**src/rtl/linear_interp_resampler_macros.svh**
```systemverilog
// ---------------------------------------------------------------------------
// Assertion macros for the linear interpolation resampler
// Concurrent checks on the rising clock edge, switched off in reset. They
// expand to nothing when the design is built for synthesis.
// ---------------------------------------------------------------------------
`ifndef LINEAR_INTERP_RESAMPLER_MACROS_SVH
`define LINEAR_INTERP_RESAMPLER_MACROS_SVH

`ifndef SYNTHESIS
`define LIR_ASSERT_ALWAYS(label, expr, msg) \
  label: assert property (@(posedge clk) disable iff (rst) (expr)) else $error(msg);
`define LIR_ASSERT_IMPLIES(label, cond, expr, msg) \
  label: assert property (@(posedge clk) disable iff (rst) (cond) |-> (expr)) else $error(msg);
`else
`define LIR_ASSERT_ALWAYS(label, expr, msg)
`define LIR_ASSERT_IMPLIES(label, cond, expr, msg)
`endif

`endif

```
**src/rtl/lir_pkg.sv**
```systemverilog
// ---------------------------------------------------------------------------
// Linear interpolation resampler package
// Widths, limits, register indexes, sequencer states and the request and
// response types of the shared divider.
// ---------------------------------------------------------------------------
package lir_pkg;

  localparam int MAX_BLOCK = 4096;
  localparam int LEN_W     = $clog2(MAX_BLOCK + 1);
  localparam int IDX_W     = $clog2(MAX_BLOCK);

  localparam int SAMPLE_W   = 16;
  localparam int BLEN_W     = 13;
  localparam int ROOM_W     = 15;
  localparam int IN_RATE_W  = 18;
  localparam int OUT_RATE_W = 16;
  localparam int CFG_DATA_W = 18;
  localparam int CFG_IDX_W  = 1;

  localparam int IN_RATE_MIN  = 8000;
  localparam int IN_RATE_MAX  = 192000;
  localparam int OUT_RATE_MIN = 8000;
  localparam int OUT_RATE_MAX = 48000;
  localparam int IN_RATE_RST  = 44100;
  localparam int OUT_RATE_RST = 48000;

  localparam logic [CFG_IDX_W-1:0] REG_INPUT_RATE  = CFG_IDX_W'(0);
  localparam logic [CFG_IDX_W-1:0] REG_OUTPUT_RATE = CFG_IDX_W'(1);

  localparam int MAX_OUT = 12;
  localparam int N_W     = $clog2(MAX_OUT + 1);

  localparam int FRAC_W          = 16;
  localparam int STEP_WHOLE_W    = $clog2(IN_RATE_MAX / OUT_RATE_MIN + 1);
  localparam int FRAC_LOW_SCALE  = 1000;
  localparam int FRAC_HIGH_SCALE = 999;
  localparam int THR_W           = $clog2(FRAC_LOW_SCALE * OUT_RATE_MAX + 1);

  localparam int DIV_W  = 32;
  localparam int DVR_W  = IN_RATE_W;
  localparam int DSTP_W = $clog2(DIV_W + 1);

  localparam int MUL_A_W = 16;
  localparam int MUL_B_W = 17;
  localparam int PROD_W  = MUL_A_W + 1 + MUL_B_W;
  localparam int ACC_W   = PROD_W - FRAC_W;

  typedef enum logic [4:0] {
    ST_IDLE,
    ST_CNT_MUL,
    ST_CNT_DIV,
    ST_CNT_WAIT,
    ST_STEP_DIV,
    ST_STEP_WAIT,
    ST_W_DIV,
    ST_W_WAIT,
    ST_FILT_MUL,
    ST_FILT_ADD,
    ST_CHECK,
    ST_SELECT,
    ST_F_DIV,
    ST_F_WAIT,
    ST_F_MUL,
    ST_F_ADD,
    ST_ADVANCE,
    ST_PRESENT,
    ST_FINISH
  } state_t;

  typedef struct packed {
    logic             start;
    logic [DIV_W-1:0] dividend;
    logic [DVR_W-1:0] divisor;
  } div_req_t;

  typedef struct packed {
    logic             done;
    logic [DIV_W-1:0] quotient;
    logic [DVR_W-1:0] remainder;
  } div_rsp_t;

endpackage

```
**src/rtl/lir_div.sv**
```systemverilog
// ---------------------------------------------------------------------------
// Shared restoring divider
// Produces one quotient bit per cycle; quotient and remainder hold until the
// next start.
// ---------------------------------------------------------------------------
module lir_div (
  input  logic              clk,
  input  logic              rst,
  input  lir_pkg::div_req_t req,
  output lir_pkg::div_rsp_t rsp
);

  logic                        busy;
  logic                        done;
  logic [lir_pkg::DSTP_W-1:0]  steps;
  logic [lir_pkg::DVR_W-1:0]   rem;
  logic [lir_pkg::DVR_W-1:0]   divisor;
  logic [lir_pkg::DIV_W-1:0]   qd;
  logic [lir_pkg::DVR_W:0]     trial;
  logic [lir_pkg::DVR_W:0]     diff;
  logic                        fits;

  always_comb begin
    trial = {rem, qd[lir_pkg::DIV_W-1]};
    diff  = trial - {1'b0, divisor};
    fits  = trial >= {1'b0, divisor};
  end

  always_ff @(posedge clk) begin
    if (rst) begin
      busy  <= 1'b0;
      done  <= 1'b0;
      steps <= '0;
    end else begin
      done <= 1'b0;
      if (req.start) begin
        busy  <= 1'b1;
        steps <= lir_pkg::DSTP_W'(lir_pkg::DIV_W);
      end else if (busy) begin
        steps <= steps - lir_pkg::DSTP_W'(1);
        if (steps == lir_pkg::DSTP_W'(1)) begin
          busy <= 1'b0;
          done <= 1'b1;
        end
      end
    end
  end

  always_ff @(posedge clk) begin
    if (req.start) begin
      rem     <= '0;
      qd      <= req.dividend;
      divisor <= req.divisor;
    end else if (busy) begin
      rem <= fits ? diff[lir_pkg::DVR_W-1:0] : trial[lir_pkg::DVR_W-1:0];
      qd  <= {qd[lir_pkg::DIV_W-2:0], fits};
    end
  end

  assign rsp.done      = done;
  assign rsp.quotient  = qd;
  assign rsp.remainder = rem;

endmodule

```
**src/rtl/lir_mul.sv**
```systemverilog
// ---------------------------------------------------------------------------
// Shared multiplier
// Unsigned by signed product with a registered result, used for the block
// length scaling, the lowpass weight and the interpolation fraction.
// ---------------------------------------------------------------------------
module lir_mul (
  input  logic                                clk,
  input  logic        [lir_pkg::MUL_A_W-1:0]  a,
  input  logic signed [lir_pkg::MUL_B_W-1:0]  b,
  output logic signed [lir_pkg::PROD_W-1:0]   prod
);

  always_ff @(posedge clk) begin
    prod <= $signed({1'b0, a}) * b;
  end

endmodule

```
**src/rtl/linear_interp_resampler.sv**
```systemverilog
// ---------------------------------------------------------------------------
// Linear interpolation resampler
// Converts a block of mono samples from input_rate to output_rate, taking one
// sample per transaction and giving each output as soon as both neighbouring
// samples have arrived, at most twelve per input sample. A sequencer drives
// one shared divider and one multiplier. Each input sample passes the check
// and finish states, after the filter multiply and add with the lowpass on;
// each output passes select, advance and present, with a divide, multiply
// and add for the fraction after select when it falls between two samples
// and must be interpolated. The first sample of a block divides for the
// output count and rate step, and for the lowpass weight when it is needed.
// The input is not ready while a sample is being worked on; the last output
// may still wait in the output register while the next sample is taken.
// ---------------------------------------------------------------------------
`include "linear_interp_resampler_macros.svh"

module linear_interp_resampler (
  input  logic                                    clk,
  input  logic                                    rst,
  input  logic                                    cfg_write,
  input  logic        [lir_pkg::CFG_IDX_W-1:0]    cfg_index,
  input  logic        [lir_pkg::CFG_DATA_W-1:0]   cfg_data,
  input  logic                                    in_valid,
  output logic                                    in_ready,
  input  logic signed [lir_pkg::SAMPLE_W-1:0]     sample,
  input  logic        [lir_pkg::BLEN_W-1:0]       block_length,
  input  logic        [lir_pkg::ROOM_W-1:0]       output_room,
  output logic                                    out_valid,
  input  logic                                    out_ready,
  output logic signed [lir_pkg::SAMPLE_W-1:0]     sample_out,
  output logic        [lir_pkg::ROOM_W-1:0]       out_index,
  output logic                                    run_last,
  output logic                                    block_last
);

  lir_pkg::state_t state, state_next;

  logic        [lir_pkg::IN_RATE_W-1:0]    input_rate;
  logic        [lir_pkg::OUT_RATE_W-1:0]   output_rate;

  logic        [lir_pkg::IDX_W-1:0]        in_count;
  logic        [lir_pkg::ROOM_W-1:0]       out_count;
  logic        [lir_pkg::ROOM_W-1:0]       out_target;
  logic signed [lir_pkg::SAMPLE_W-1:0]     prev_filtered;
  logic                                    filter_enable;
  logic        [lir_pkg::FRAC_W-1:0]       filter_weight;
  logic        [lir_pkg::LEN_W-1:0]        phase_whole;
  logic        [lir_pkg::OUT_RATE_W-1:0]   phase_remainder;
  logic        [lir_pkg::N_W-1:0]          emitted;

  logic        [lir_pkg::LEN_W-1:0]        block_len;
  logic        [lir_pkg::IN_RATE_W-1:0]    rate_in;
  logic        [lir_pkg::OUT_RATE_W-1:0]   rate_out;
  logic        [lir_pkg::ROOM_W-1:0]       room;
  logic        [lir_pkg::ROOM_W-1:0]       count;
  logic        [lir_pkg::STEP_WHOLE_W-1:0] step_whole;
  logic        [lir_pkg::OUT_RATE_W-1:0]   step_rem;
  logic        [lir_pkg::THR_W-1:0]        thr_high;
  logic signed [lir_pkg::SAMPLE_W-1:0]     x_in;
  logic signed [lir_pkg::SAMPLE_W-1:0]     y_cur;
  logic signed [lir_pkg::SAMPLE_W-1:0]     y_low;
  logic signed [lir_pkg::SAMPLE_W-1:0]     y_high;
  logic signed [lir_pkg::SAMPLE_W-1:0]     v_res;
  logic        [lir_pkg::ROOM_W-1:0]       res_index;
  logic                                    res_block_last;

  logic                                    in_fire;
  logic                                    out_load;
  logic                                    last_item;
  logic                                    loop_go;
  logic        [lir_pkg::LEN_W-1:0]        k_ext;
  logic        [lir_pkg::LEN_W:0]          pos_next;
  logic        [lir_pkg::LEN_W-1:0]        last_pos;
  logic        [lir_pkg::LEN_W-1:0]        upper_pos;
  logic signed [lir_pkg::SAMPLE_W-1:0]     y1;
  logic signed [lir_pkg::SAMPLE_W-1:0]     y2;
  logic                                    same_pos;
  logic        [lir_pkg::THR_W-1:0]        rem_scaled;
  logic                                    near_low;
  logic                                    near_high;
  logic        [lir_pkg::OUT_RATE_W:0]     rem_sum;
  logic                                    wrap;
  logic        [lir_pkg::OUT_RATE_W:0]     rem_wrapped;
  logic        [lir_pkg::LEN_W-1:0]        whole_next;
  logic        [lir_pkg::LEN_W-1:0]        blen_clamped;
  logic        [lir_pkg::IN_RATE_W-1:0]    rin_clamped;
  logic        [lir_pkg::OUT_RATE_W-1:0]   rout_clamped;
  logic        [lir_pkg::ROOM_W-1:0]       count_q;
  logic                                    count_small;
  logic        [lir_pkg::LEN_W-1:0]        weight_num;
  logic signed [lir_pkg::ACC_W-1:0]        prod_hi;
  logic signed [lir_pkg::SAMPLE_W-1:0]     mac_base;
  logic signed [lir_pkg::ACC_W-1:0]        mac_sum;

  logic        [lir_pkg::MUL_A_W-1:0]      mul_a;
  logic signed [lir_pkg::MUL_B_W-1:0]      mul_b;
  logic signed [lir_pkg::PROD_W-1:0]       prod;
  lir_pkg::div_req_t                       div_req;
  lir_pkg::div_rsp_t                       div_rsp;

  lir_div u_div (
    .clk (clk),
    .rst (rst),
    .req (div_req),
    .rsp (div_rsp)
  );

  lir_mul u_mul (
    .clk  (clk),
    .a    (mul_a),
    .b    (mul_b),
    .prod (prod)
  );

  assign in_fire  = in_valid && in_ready;
  assign out_load = (state == lir_pkg::ST_PRESENT) && (!out_valid || out_ready);

  always_comb begin
    if (block_length == '0) begin
      blen_clamped = lir_pkg::LEN_W'(1);
    end else if (32'(block_length) > lir_pkg::MAX_BLOCK) begin
      blen_clamped = lir_pkg::LEN_W'(lir_pkg::MAX_BLOCK);
    end else begin
      blen_clamped = lir_pkg::LEN_W'(block_length);
    end
    if (input_rate < lir_pkg::IN_RATE_W'(lir_pkg::IN_RATE_MIN)) begin
      rin_clamped = lir_pkg::IN_RATE_W'(lir_pkg::IN_RATE_MIN);
    end else if (input_rate > lir_pkg::IN_RATE_W'(lir_pkg::IN_RATE_MAX)) begin
      rin_clamped = lir_pkg::IN_RATE_W'(lir_pkg::IN_RATE_MAX);
    end else begin
      rin_clamped = input_rate;
    end
    if (output_rate < lir_pkg::OUT_RATE_W'(lir_pkg::OUT_RATE_MIN)) begin
      rout_clamped = lir_pkg::OUT_RATE_W'(lir_pkg::OUT_RATE_MIN);
    end else if (output_rate > lir_pkg::OUT_RATE_W'(lir_pkg::OUT_RATE_MAX)) begin
      rout_clamped = lir_pkg::OUT_RATE_W'(lir_pkg::OUT_RATE_MAX);
    end else begin
      rout_clamped = output_rate;
    end
  end

  always_comb begin
    k_ext     = lir_pkg::LEN_W'(in_count);
    last_item = (k_ext + lir_pkg::LEN_W'(1)) >= block_len;
    loop_go   = (out_count < out_target) &&
                (emitted < lir_pkg::N_W'(lir_pkg::MAX_OUT)) &&
                (({1'b0, phase_whole} + (lir_pkg::LEN_W+1)'(1) <= {1'b0, k_ext}) ||
                 last_item);

    pos_next  = {1'b0, phase_whole} + (lir_pkg::LEN_W+1)'(1);
    last_pos  = block_len - lir_pkg::LEN_W'(1);
    upper_pos = (pos_next > {1'b0, last_pos}) ? last_pos : pos_next[lir_pkg::LEN_W-1:0];
    y1        = (phase_whole == k_ext) ? y_cur : prev_filtered;
    y2        = (upper_pos == k_ext) ? y_cur : prev_filtered;
    same_pos  = upper_pos == phase_whole;

    rem_scaled = lir_pkg::THR_W'(phase_remainder) * lir_pkg::THR_W'(lir_pkg::FRAC_LOW_SCALE);
    near_low   = rem_scaled < lir_pkg::THR_W'(rate_out);
    near_high  = rem_scaled > thr_high;

    rem_sum     = {1'b0, phase_remainder} + {1'b0, step_rem};
    wrap        = rem_sum >= {1'b0, rate_out};
    rem_wrapped = wrap ? rem_sum - {1'b0, rate_out} : rem_sum;
    whole_next  = phase_whole + lir_pkg::LEN_W'(step_whole) + lir_pkg::LEN_W'(wrap);

    count_q     = div_rsp.quotient[lir_pkg::ROOM_W-1:0];
    count_small = count_q < lir_pkg::ROOM_W'(block_len >> 1);
    weight_num  = block_len - lir_pkg::LEN_W'(count);

    prod_hi  = prod[lir_pkg::PROD_W-1:lir_pkg::FRAC_W];
    mac_base = (state == lir_pkg::ST_F_ADD) ? y_low : x_in;
    mac_sum  = lir_pkg::ACC_W'(mac_base) + prod_hi;
  end

  always_comb begin
    state_next = state;
    unique case (state)
      lir_pkg::ST_IDLE: begin
        if (in_fire) begin
          if (in_count == '0) begin
            state_next = lir_pkg::ST_CNT_MUL;
          end else if (filter_enable) begin
            state_next = lir_pkg::ST_FILT_MUL;
          end else begin
            state_next = lir_pkg::ST_CHECK;
          end
        end
      end
      lir_pkg::ST_CNT_MUL:  state_next = lir_pkg::ST_CNT_DIV;
      lir_pkg::ST_CNT_DIV:  state_next = lir_pkg::ST_CNT_WAIT;
      lir_pkg::ST_CNT_WAIT: begin
        if (div_rsp.done) begin
          state_next = lir_pkg::ST_STEP_DIV;
        end
      end
      lir_pkg::ST_STEP_DIV: state_next = lir_pkg::ST_STEP_WAIT;
      lir_pkg::ST_STEP_WAIT: begin
        if (div_rsp.done) begin
          state_next = filter_enable ? lir_pkg::ST_W_DIV : lir_pkg::ST_CHECK;
        end
      end
      lir_pkg::ST_W_DIV:    state_next = lir_pkg::ST_W_WAIT;
      lir_pkg::ST_W_WAIT: begin
        if (div_rsp.done) begin
          state_next = lir_pkg::ST_CHECK;
        end
      end
      lir_pkg::ST_FILT_MUL: state_next = lir_pkg::ST_FILT_ADD;
      lir_pkg::ST_FILT_ADD: state_next = lir_pkg::ST_CHECK;
      lir_pkg::ST_CHECK: begin
        state_next = loop_go ? lir_pkg::ST_SELECT : lir_pkg::ST_FINISH;
      end
      lir_pkg::ST_SELECT: begin
        if (same_pos || near_low || near_high) begin
          state_next = lir_pkg::ST_ADVANCE;
        end else begin
          state_next = lir_pkg::ST_F_DIV;
        end
      end
      lir_pkg::ST_F_DIV:    state_next = lir_pkg::ST_F_WAIT;
      lir_pkg::ST_F_WAIT: begin
        if (div_rsp.done) begin
          state_next = lir_pkg::ST_F_MUL;
        end
      end
      lir_pkg::ST_F_MUL:    state_next = lir_pkg::ST_F_ADD;
      lir_pkg::ST_F_ADD:    state_next = lir_pkg::ST_ADVANCE;
      lir_pkg::ST_ADVANCE:  state_next = lir_pkg::ST_PRESENT;
      lir_pkg::ST_PRESENT: begin
        if (out_load) begin
          state_next = loop_go ? lir_pkg::ST_SELECT : lir_pkg::ST_FINISH;
        end
      end
      lir_pkg::ST_FINISH:   state_next = lir_pkg::ST_IDLE;
      default:              state_next = lir_pkg::ST_IDLE;
    endcase
  end

  always_comb begin
    in_ready         = 1'b0;
    div_req.start    = 1'b0;
    div_req.dividend = lir_pkg::DIV_W'(rate_in);
    div_req.divisor  = lir_pkg::DVR_W'(rate_out);
    mul_a            = '0;
    mul_b            = '0;
    unique case (state)
      lir_pkg::ST_IDLE: begin
        in_ready = 1'b1;
      end
      lir_pkg::ST_CNT_MUL: begin
        mul_a = rate_out;
        mul_b = signed'(lir_pkg::MUL_B_W'(block_len));
      end
      lir_pkg::ST_CNT_DIV: begin
        div_req.start    = 1'b1;
        div_req.dividend = prod[lir_pkg::DIV_W-1:0];
        div_req.divisor  = rate_in;
      end
      lir_pkg::ST_STEP_DIV: begin
        div_req.start = 1'b1;
      end
      lir_pkg::ST_W_DIV: begin
        div_req.start    = 1'b1;
        div_req.dividend = lir_pkg::DIV_W'(weight_num) << lir_pkg::FRAC_W;
        div_req.divisor  = lir_pkg::DVR_W'(block_len);
      end
      lir_pkg::ST_FILT_MUL: begin
        mul_a = filter_weight;
        mul_b = lir_pkg::MUL_B_W'(prev_filtered) - lir_pkg::MUL_B_W'(x_in);
      end
      lir_pkg::ST_F_DIV: begin
        div_req.start    = 1'b1;
        div_req.dividend = lir_pkg::DIV_W'(phase_remainder) << lir_pkg::FRAC_W;
      end
      lir_pkg::ST_F_MUL: begin
        mul_a = div_rsp.quotient[lir_pkg::MUL_A_W-1:0];
        mul_b = lir_pkg::MUL_B_W'(y_high) - lir_pkg::MUL_B_W'(y_low);
      end
      default: begin
        in_ready = 1'b0;
      end
    endcase
  end

  always_ff @(posedge clk) begin
    if (rst) begin
      state           <= lir_pkg::ST_IDLE;
      input_rate      <= lir_pkg::IN_RATE_W'(lir_pkg::IN_RATE_RST);
      output_rate     <= lir_pkg::OUT_RATE_W'(lir_pkg::OUT_RATE_RST);
      in_count        <= '0;
      out_count       <= '0;
      out_target      <= '0;
      prev_filtered   <= '0;
      filter_enable   <= 1'b0;
      filter_weight   <= '0;
      phase_whole     <= '0;
      phase_remainder <= '0;
      emitted         <= '0;
      out_valid       <= 1'b0;
    end else begin
      state <= state_next;
      if (cfg_write) begin
        if (cfg_index == lir_pkg::REG_INPUT_RATE) begin
          input_rate <= cfg_data[lir_pkg::IN_RATE_W-1:0];
        end else if (cfg_index == lir_pkg::REG_OUTPUT_RATE) begin
          output_rate <= cfg_data[lir_pkg::OUT_RATE_W-1:0];
        end
      end
      if (out_load) begin
        out_valid <= 1'b1;
      end else if (out_ready) begin
        out_valid <= 1'b0;
      end
      case (state)
        lir_pkg::ST_IDLE: begin
          if (in_fire) begin
            emitted <= '0;
            if (in_count == '0) begin
              out_count       <= '0;
              phase_whole     <= '0;
              phase_remainder <= '0;
            end
          end
        end
        lir_pkg::ST_CNT_WAIT: begin
          if (div_rsp.done) begin
            out_target    <= (count_q < room) ? count_q : room;
            filter_enable <= count_small;
            filter_weight <= '0;
          end
        end
        lir_pkg::ST_W_WAIT: begin
          if (div_rsp.done) begin
            if (|div_rsp.quotient[lir_pkg::DIV_W-1:lir_pkg::FRAC_W]) begin
              filter_weight <= '1;
            end else begin
              filter_weight <= div_rsp.quotient[lir_pkg::FRAC_W-1:0];
            end
          end
        end
        lir_pkg::ST_ADVANCE: begin
          out_count       <= out_count + lir_pkg::ROOM_W'(1);
          emitted         <= emitted + lir_pkg::N_W'(1);
          phase_remainder <= rem_wrapped[lir_pkg::OUT_RATE_W-1:0];
          phase_whole     <= whole_next;
        end
        lir_pkg::ST_FINISH: begin
          prev_filtered <= y_cur;
          in_count      <= last_item ? '0 : in_count + lir_pkg::IDX_W'(1);
        end
        default: begin
          emitted <= emitted;
        end
      endcase
    end
  end

  always_ff @(posedge clk) begin
    case (state)
      lir_pkg::ST_IDLE: begin
        if (in_fire) begin
          x_in  <= sample;
          y_cur <= sample;
          if (in_count == '0) begin
            block_len <= blen_clamped;
            rate_in   <= rin_clamped;
            rate_out  <= rout_clamped;
            room      <= output_room;
          end
        end
      end
      lir_pkg::ST_CNT_MUL: begin
        thr_high <= lir_pkg::THR_W'(rate_out) * lir_pkg::THR_W'(lir_pkg::FRAC_HIGH_SCALE);
      end
      lir_pkg::ST_CNT_WAIT: begin
        if (div_rsp.done) begin
          count <= count_q;
        end
      end
      lir_pkg::ST_STEP_WAIT: begin
        if (div_rsp.done) begin
          step_whole <= div_rsp.quotient[lir_pkg::STEP_WHOLE_W-1:0];
          step_rem   <= div_rsp.remainder[lir_pkg::OUT_RATE_W-1:0];
        end
      end
      lir_pkg::ST_FILT_ADD: begin
        y_cur <= mac_sum[lir_pkg::SAMPLE_W-1:0];
      end
      lir_pkg::ST_SELECT: begin
        y_low  <= y1;
        y_high <= y2;
        v_res  <= (same_pos || near_low) ? y1 : y2;
      end
      lir_pkg::ST_F_ADD: begin
        v_res <= mac_sum[lir_pkg::SAMPLE_W-1:0];
      end
      lir_pkg::ST_ADVANCE: begin
        res_index      <= out_count;
        res_block_last <= (out_count + lir_pkg::ROOM_W'(1)) == out_target;
      end
      lir_pkg::ST_PRESENT: begin
        if (out_load) begin
          sample_out <= v_res;
          out_index  <= res_index;
          run_last   <= !loop_go;
          block_last <= res_block_last;
        end
      end
      default: begin
        v_res <= v_res;
      end
    endcase
  end

  `LIR_ASSERT_ALWAYS(a_count_bound, out_count <= out_target, "output count passed its target")
  `LIR_ASSERT_ALWAYS(a_burst_bound, emitted <= lir_pkg::N_W'(lir_pkg::MAX_OUT), "too many outputs for one sample")
  `LIR_ASSERT_IMPLIES(a_last_ends_run, out_valid && block_last, run_last, "final output of a block does not end its run")
  `LIR_ASSERT_IMPLIES(a_phase_range, state == lir_pkg::ST_SELECT, phase_remainder < rate_out, "phase remainder not below the output rate")

endmodule

```
**config.mk**
```make
export PLATFORM = sky130hd
export DESIGN_NAME = linear_interp_resampler
export DESIGN_NICKNAME = d
export VERILOG_FILES = /design/src/rtl/lir_pkg.sv /design/src/rtl/lir_div.sv /design/src/rtl/lir_mul.sv /design/src/rtl/linear_interp_resampler.sv
export VERILOG_INCLUDE_DIRS = /design/src /design/src/rtl
export SDC_FILE = /design/constraint.sdc
export NUM_CORES = 2
export LEC_CHECK = 0
export BUFFER_PORTS_ARGS = -buffer_cell sky130_fd_sc_hd__clkbuf_2
export CAP_MARGIN = 20
export CELL_PAD_IN_SITES_DETAIL_PLACEMENT = 2
export CELL_PAD_IN_SITES_GLOBAL_PLACEMENT = 2
export CORE_UTILIZATION = 45
export CTS_CLUSTER_SIZE = 20
export DETAILED_ROUTE_END_ITERATION = 16
export PLACE_DENSITY_LB_ADDON = 0.1
export SYNTH_ARGS = -nofsm -noshare
export SYNTH_HDL_FRONTEND = slang
export SYNTH_SLANG_ARGS = --single-unit
```
**constraint.sdc**
```tcl
create_clock -name clk -period 22.6 [get_ports clk]
set_clock_uncertainty 0.2 [all_clocks]
set_input_delay 1.13 -clock clk [delete_from_list [all_inputs] [get_ports clk]]
set_output_delay 1.13 -clock clk [all_outputs]
set_load 0.02 [all_outputs]
```
==> flow_metrics.env <==
export IMPL_ant_nets=0
export IMPL_rsz0062_at_grt="false"
export IMPL_antenna_found_initial=7
export IMPL_relSlewSlack=0.224
export IMPL_die_height_um=316
export IMPL_cts_inserted_buffers=61
export IMPL_synth_common_cells="inv_1, ha_1, nand2_1"
export IMPL_synth_adder_area_share=0.293
export IMPL_htree_num_levels=2
export IMPL_slowest_delay_ns=0.85
export IMPL_netlist_instances=4691
export IMPL_ctsHoldBuffers=0
export IMPL_globalRouteOverflowTotal=0
export IMPL_synthXorXnorAreaFrac=0.0480
export IMPL_power_density_nw_per_um2=92.5
export IMPL_syn_area_um2=44300
export IMPL_outcome="completed"
export IMPL_tightest_slew_ns=1.16
export IMPL_hold_class="reg2reg"
export IMPL_yosys_warnings=0
export IMPL_synth_area_leader_cell="edfxtp_1"
export IMPL_end_kind="flip-flop"
export IMPL_die_w_um=316
export IMPL_start_util=0.456
export IMPL_gp_congestion=0.876
export IMPL_drt_pass1_iter_count=9
export IMPL_cts_root_buf="clkbuf_16"
export IMPL_synth_top_family_by_area="adder cells"
export IMPL_yosysSeqAreaShare=0.297
export IMPL_grt_first_pass_wirelength_um=260000
export IMPL_synth_most_common_cell="inv_1"
export IMPL_post_place_cells=5979
export IMPL_viasPerCell=6.10
export IMPL_synth_edf_count=301
export IMPL_pwr_share_seq=0.278
export IMPL_crit_top_cell="fa_1"
export IMPL_vias=37200
export IMPL_cap_violations=0
export IMPL_synth_top_area_frac=0.204
export IMPL_post_route_cells_drive_above_1_share=0.0840
export IMPL_clkPwrFrac=0.232
export IMPL_grt_usage=0.349
export IMPL_ctsResizeCount=0
export IMPL_setup_tns_ns=0
export IMPL_drv_slew=0
export IMPL_swShare=0.421
export IMPL_yosysUniqueCellTypes=92
export IMPL_hold_viol=0
export IMPL_yosys_area_share_simple=0.148
export IMPL_synth_compound_area_frac=0.128
export IMPL_tritoncts="done"
export IMPL_cts_clk_slew_worst_paths_ns=0.08
export IMPL_synthFlopType="edfxtp_1"
export IMPL_ys_ff_latch=507
export IMPL_layoutNonFillerInstCount=6096
export IMPL_place_hpwl_um=132000
export IMPL_area_growth_pct=9.53
export IMPL_synthMuxAreaShare=0.0185
export IMPL_routedWlPerCell_um=28.5
export IMPL_drc=0
export IMPL_fin_crit_sh=0.435
export IMPL_syn_avg_cell_area_um2=9.45
export IMPL_period_needed_ns=9.84
export IMPL_postCtsSetupBuffers=0
export IMPL_syn_nets=5588
export IMPL_yosys_top_cells_area="edfxtp_1, fa_1, ha_1"
export IMPL_ios=103
export IMPL_cts_sinks=507
export IMPL_combPwrFrac=0.489
export IMPL_core_rowCount=114
export IMPL_final_net_count=5664
export IMPL_die_area_um2=99700
export IMPL_arrival_ns=10.30
export IMPL_required_ns=23.06
export IMPL_grt_pass1_vias=41000
export IMPL_drt_iter0_markers=2768
export IMPL_max_clock_freq_mhz=102
export IMPL_worst_ir_drop_vdd_v=0.000167
export IMPL_path_max_fanout=7
export IMPL_startpoint_type="flip-flop"
export IMPL_port_buffers=102
export IMPL_path_class="reg2reg"
export IMPL_cts_buffer_depth=3
export IMPL_crit_slowest_cell="a22oi_1"
export IMPL_clock_latency_ns=0.73
export IMPL_async_reset_ff_frac=0
export IMPL_leakage_nw=22.0
export IMPL_p_switching_mw=1.89
export IMPL_setup_violations_final=0
export IMPL_p_int_mw=2.60
export IMPL_grt_max_degree=72
export IMPL_wirelength_um=174000
export IMPL_coreArea_um2=97100
-- cells in the final DEF, fill, tap and decap left out, types with 13 or more instances in the layout --
master / n
and2_1: 29
or3_1: 22
o21ai_0: 164
or2_2: 23
ha_1: 479
xnor2_1: 175
buf_4: 91
xor2_1: 68
inv_1: 595
a221oi_1: 20
nand4_1: 39
clkbuf_16: 62
edfxtp_1: 301
nand2b_1: 63
nor2b_1: 49
nand2_1: 450
nor3_2: 13
nor2_1: 375
dfxtp_1: 206
mux2_2: 31
fa_1: 350
a21o_1: 60
o21bai_1: 15
a21oi_1: 255
nor3_1: 108
a222oi_1: 21
o211ai_1: 32
a22oi_1: 36
o31ai_1: 13
a31oi_1: 33
clkbuf_2: 102
a211oi_1: 25
o221ai_1: 20
nor4_1: 24
and3_1: 57
o21a_1: 29
nand3_1: 91
mux2i_1: 46
-- layout make-up --
| cell class | instances | area (um^2) |
|---|---|---|
| inverters | 597 | 2240 |
| repair buffers | 194 | 1200 |
| multi-input cells | 3406 | 28300 |
| diodes | 1 | 2.50 |
| flip-flops and latches | 507 | 13200 |
| well taps | 1276 | 1600 |
| clock inverters | 37 | 404 |
| fillers | 10300 | 48600 |
| clock buffers | 78 | 1650 |
-- flip-flops by register name (all words and copies together), names as in the netlist, 18 cells and up --
signal	count
u_div.qd	32
u_mul.prod	32
thr_high	26
input_rate	18
rate_in	18
u_div.divisor	18
u_div.rem	18
-- power groups by stage --
stage	combinational [mW]	sequential, mW	clock [mW]
2_1_floorplan	1.44	1.24	0
3_3_place_gp	2.04	1.26	0
3_5_place_dp	2.17	1.26	0
4_1_cts	2.21	1.25	1.06
5_1_grt	2.40	1.25	1.08
6_report	2.20	1.25	1.04
-- kinds of logic (layout without fill, tap and decap cells) --
kind of cell,count (synthesis),after routing
multiplexers,78,78
adder cells (fa/ha/maj),829,829
flip-flops,507,507
XOR/XNOR,243,243
buffers and inverters,778,906
AND/OR/NAND/NOR,1394,1394
other,0,1
AO/OA/AOI/OAI,862,862
-- final timing paths --
kind | from | depth (start not counted) | slack [ns] | end
worst max-delay path | prev_filtered[0] | 32 | 12.76 | u_mul.prod[29]
worst min-delay path | v_res[2] | 0 | 0.21 | sample_out[2]
worst max register to register | prev_filtered[0] | 32 | 12.76 | u_mul.prod[29]
worst min register to register | v_res[2] | 0 | 0.21 | sample_out[2]
-- worst max-delay path: cells and delay by family (launching register included) --
family | cells | cell delay (ns)
adder cells (fa/ha/maj) | 9 | 4.23
flip-flops | 1 | 0.36
buffers and inverters | 3 | 0.17
XOR/XNOR | 2 | 0.32
AO/OA/AOI/OAI | 13 | 3.31
AND/OR/NAND/NOR | 5 | 1.18
-- through the flow --
step	hold slack (ns)	worst slack, ns	total power, mW	util	cell area (um^2)
after global placement	0.201	13.35	3.29	0.478	46500
after floorplan	0.200	13.99	2.68	-	44300
final	0.215	12.76	4.49	0.500	48500
after CTS	0.215	12.95	4.51	0.500	48500
after detailed placement	0.208	13.00	3.43	0.478	46500
after global routing	0.219	12.41	4.74	0.500	48500
-- routing by layer --
metal | routed length (um) | GRT usage
met1 | 72500 | 0.450
met2 | 83500 | 0.593
met3 | 10100 | 0.0403
met4 | 7880 | 0.147
met5 | 13 | 0
(Power assumes the default switching activity.)
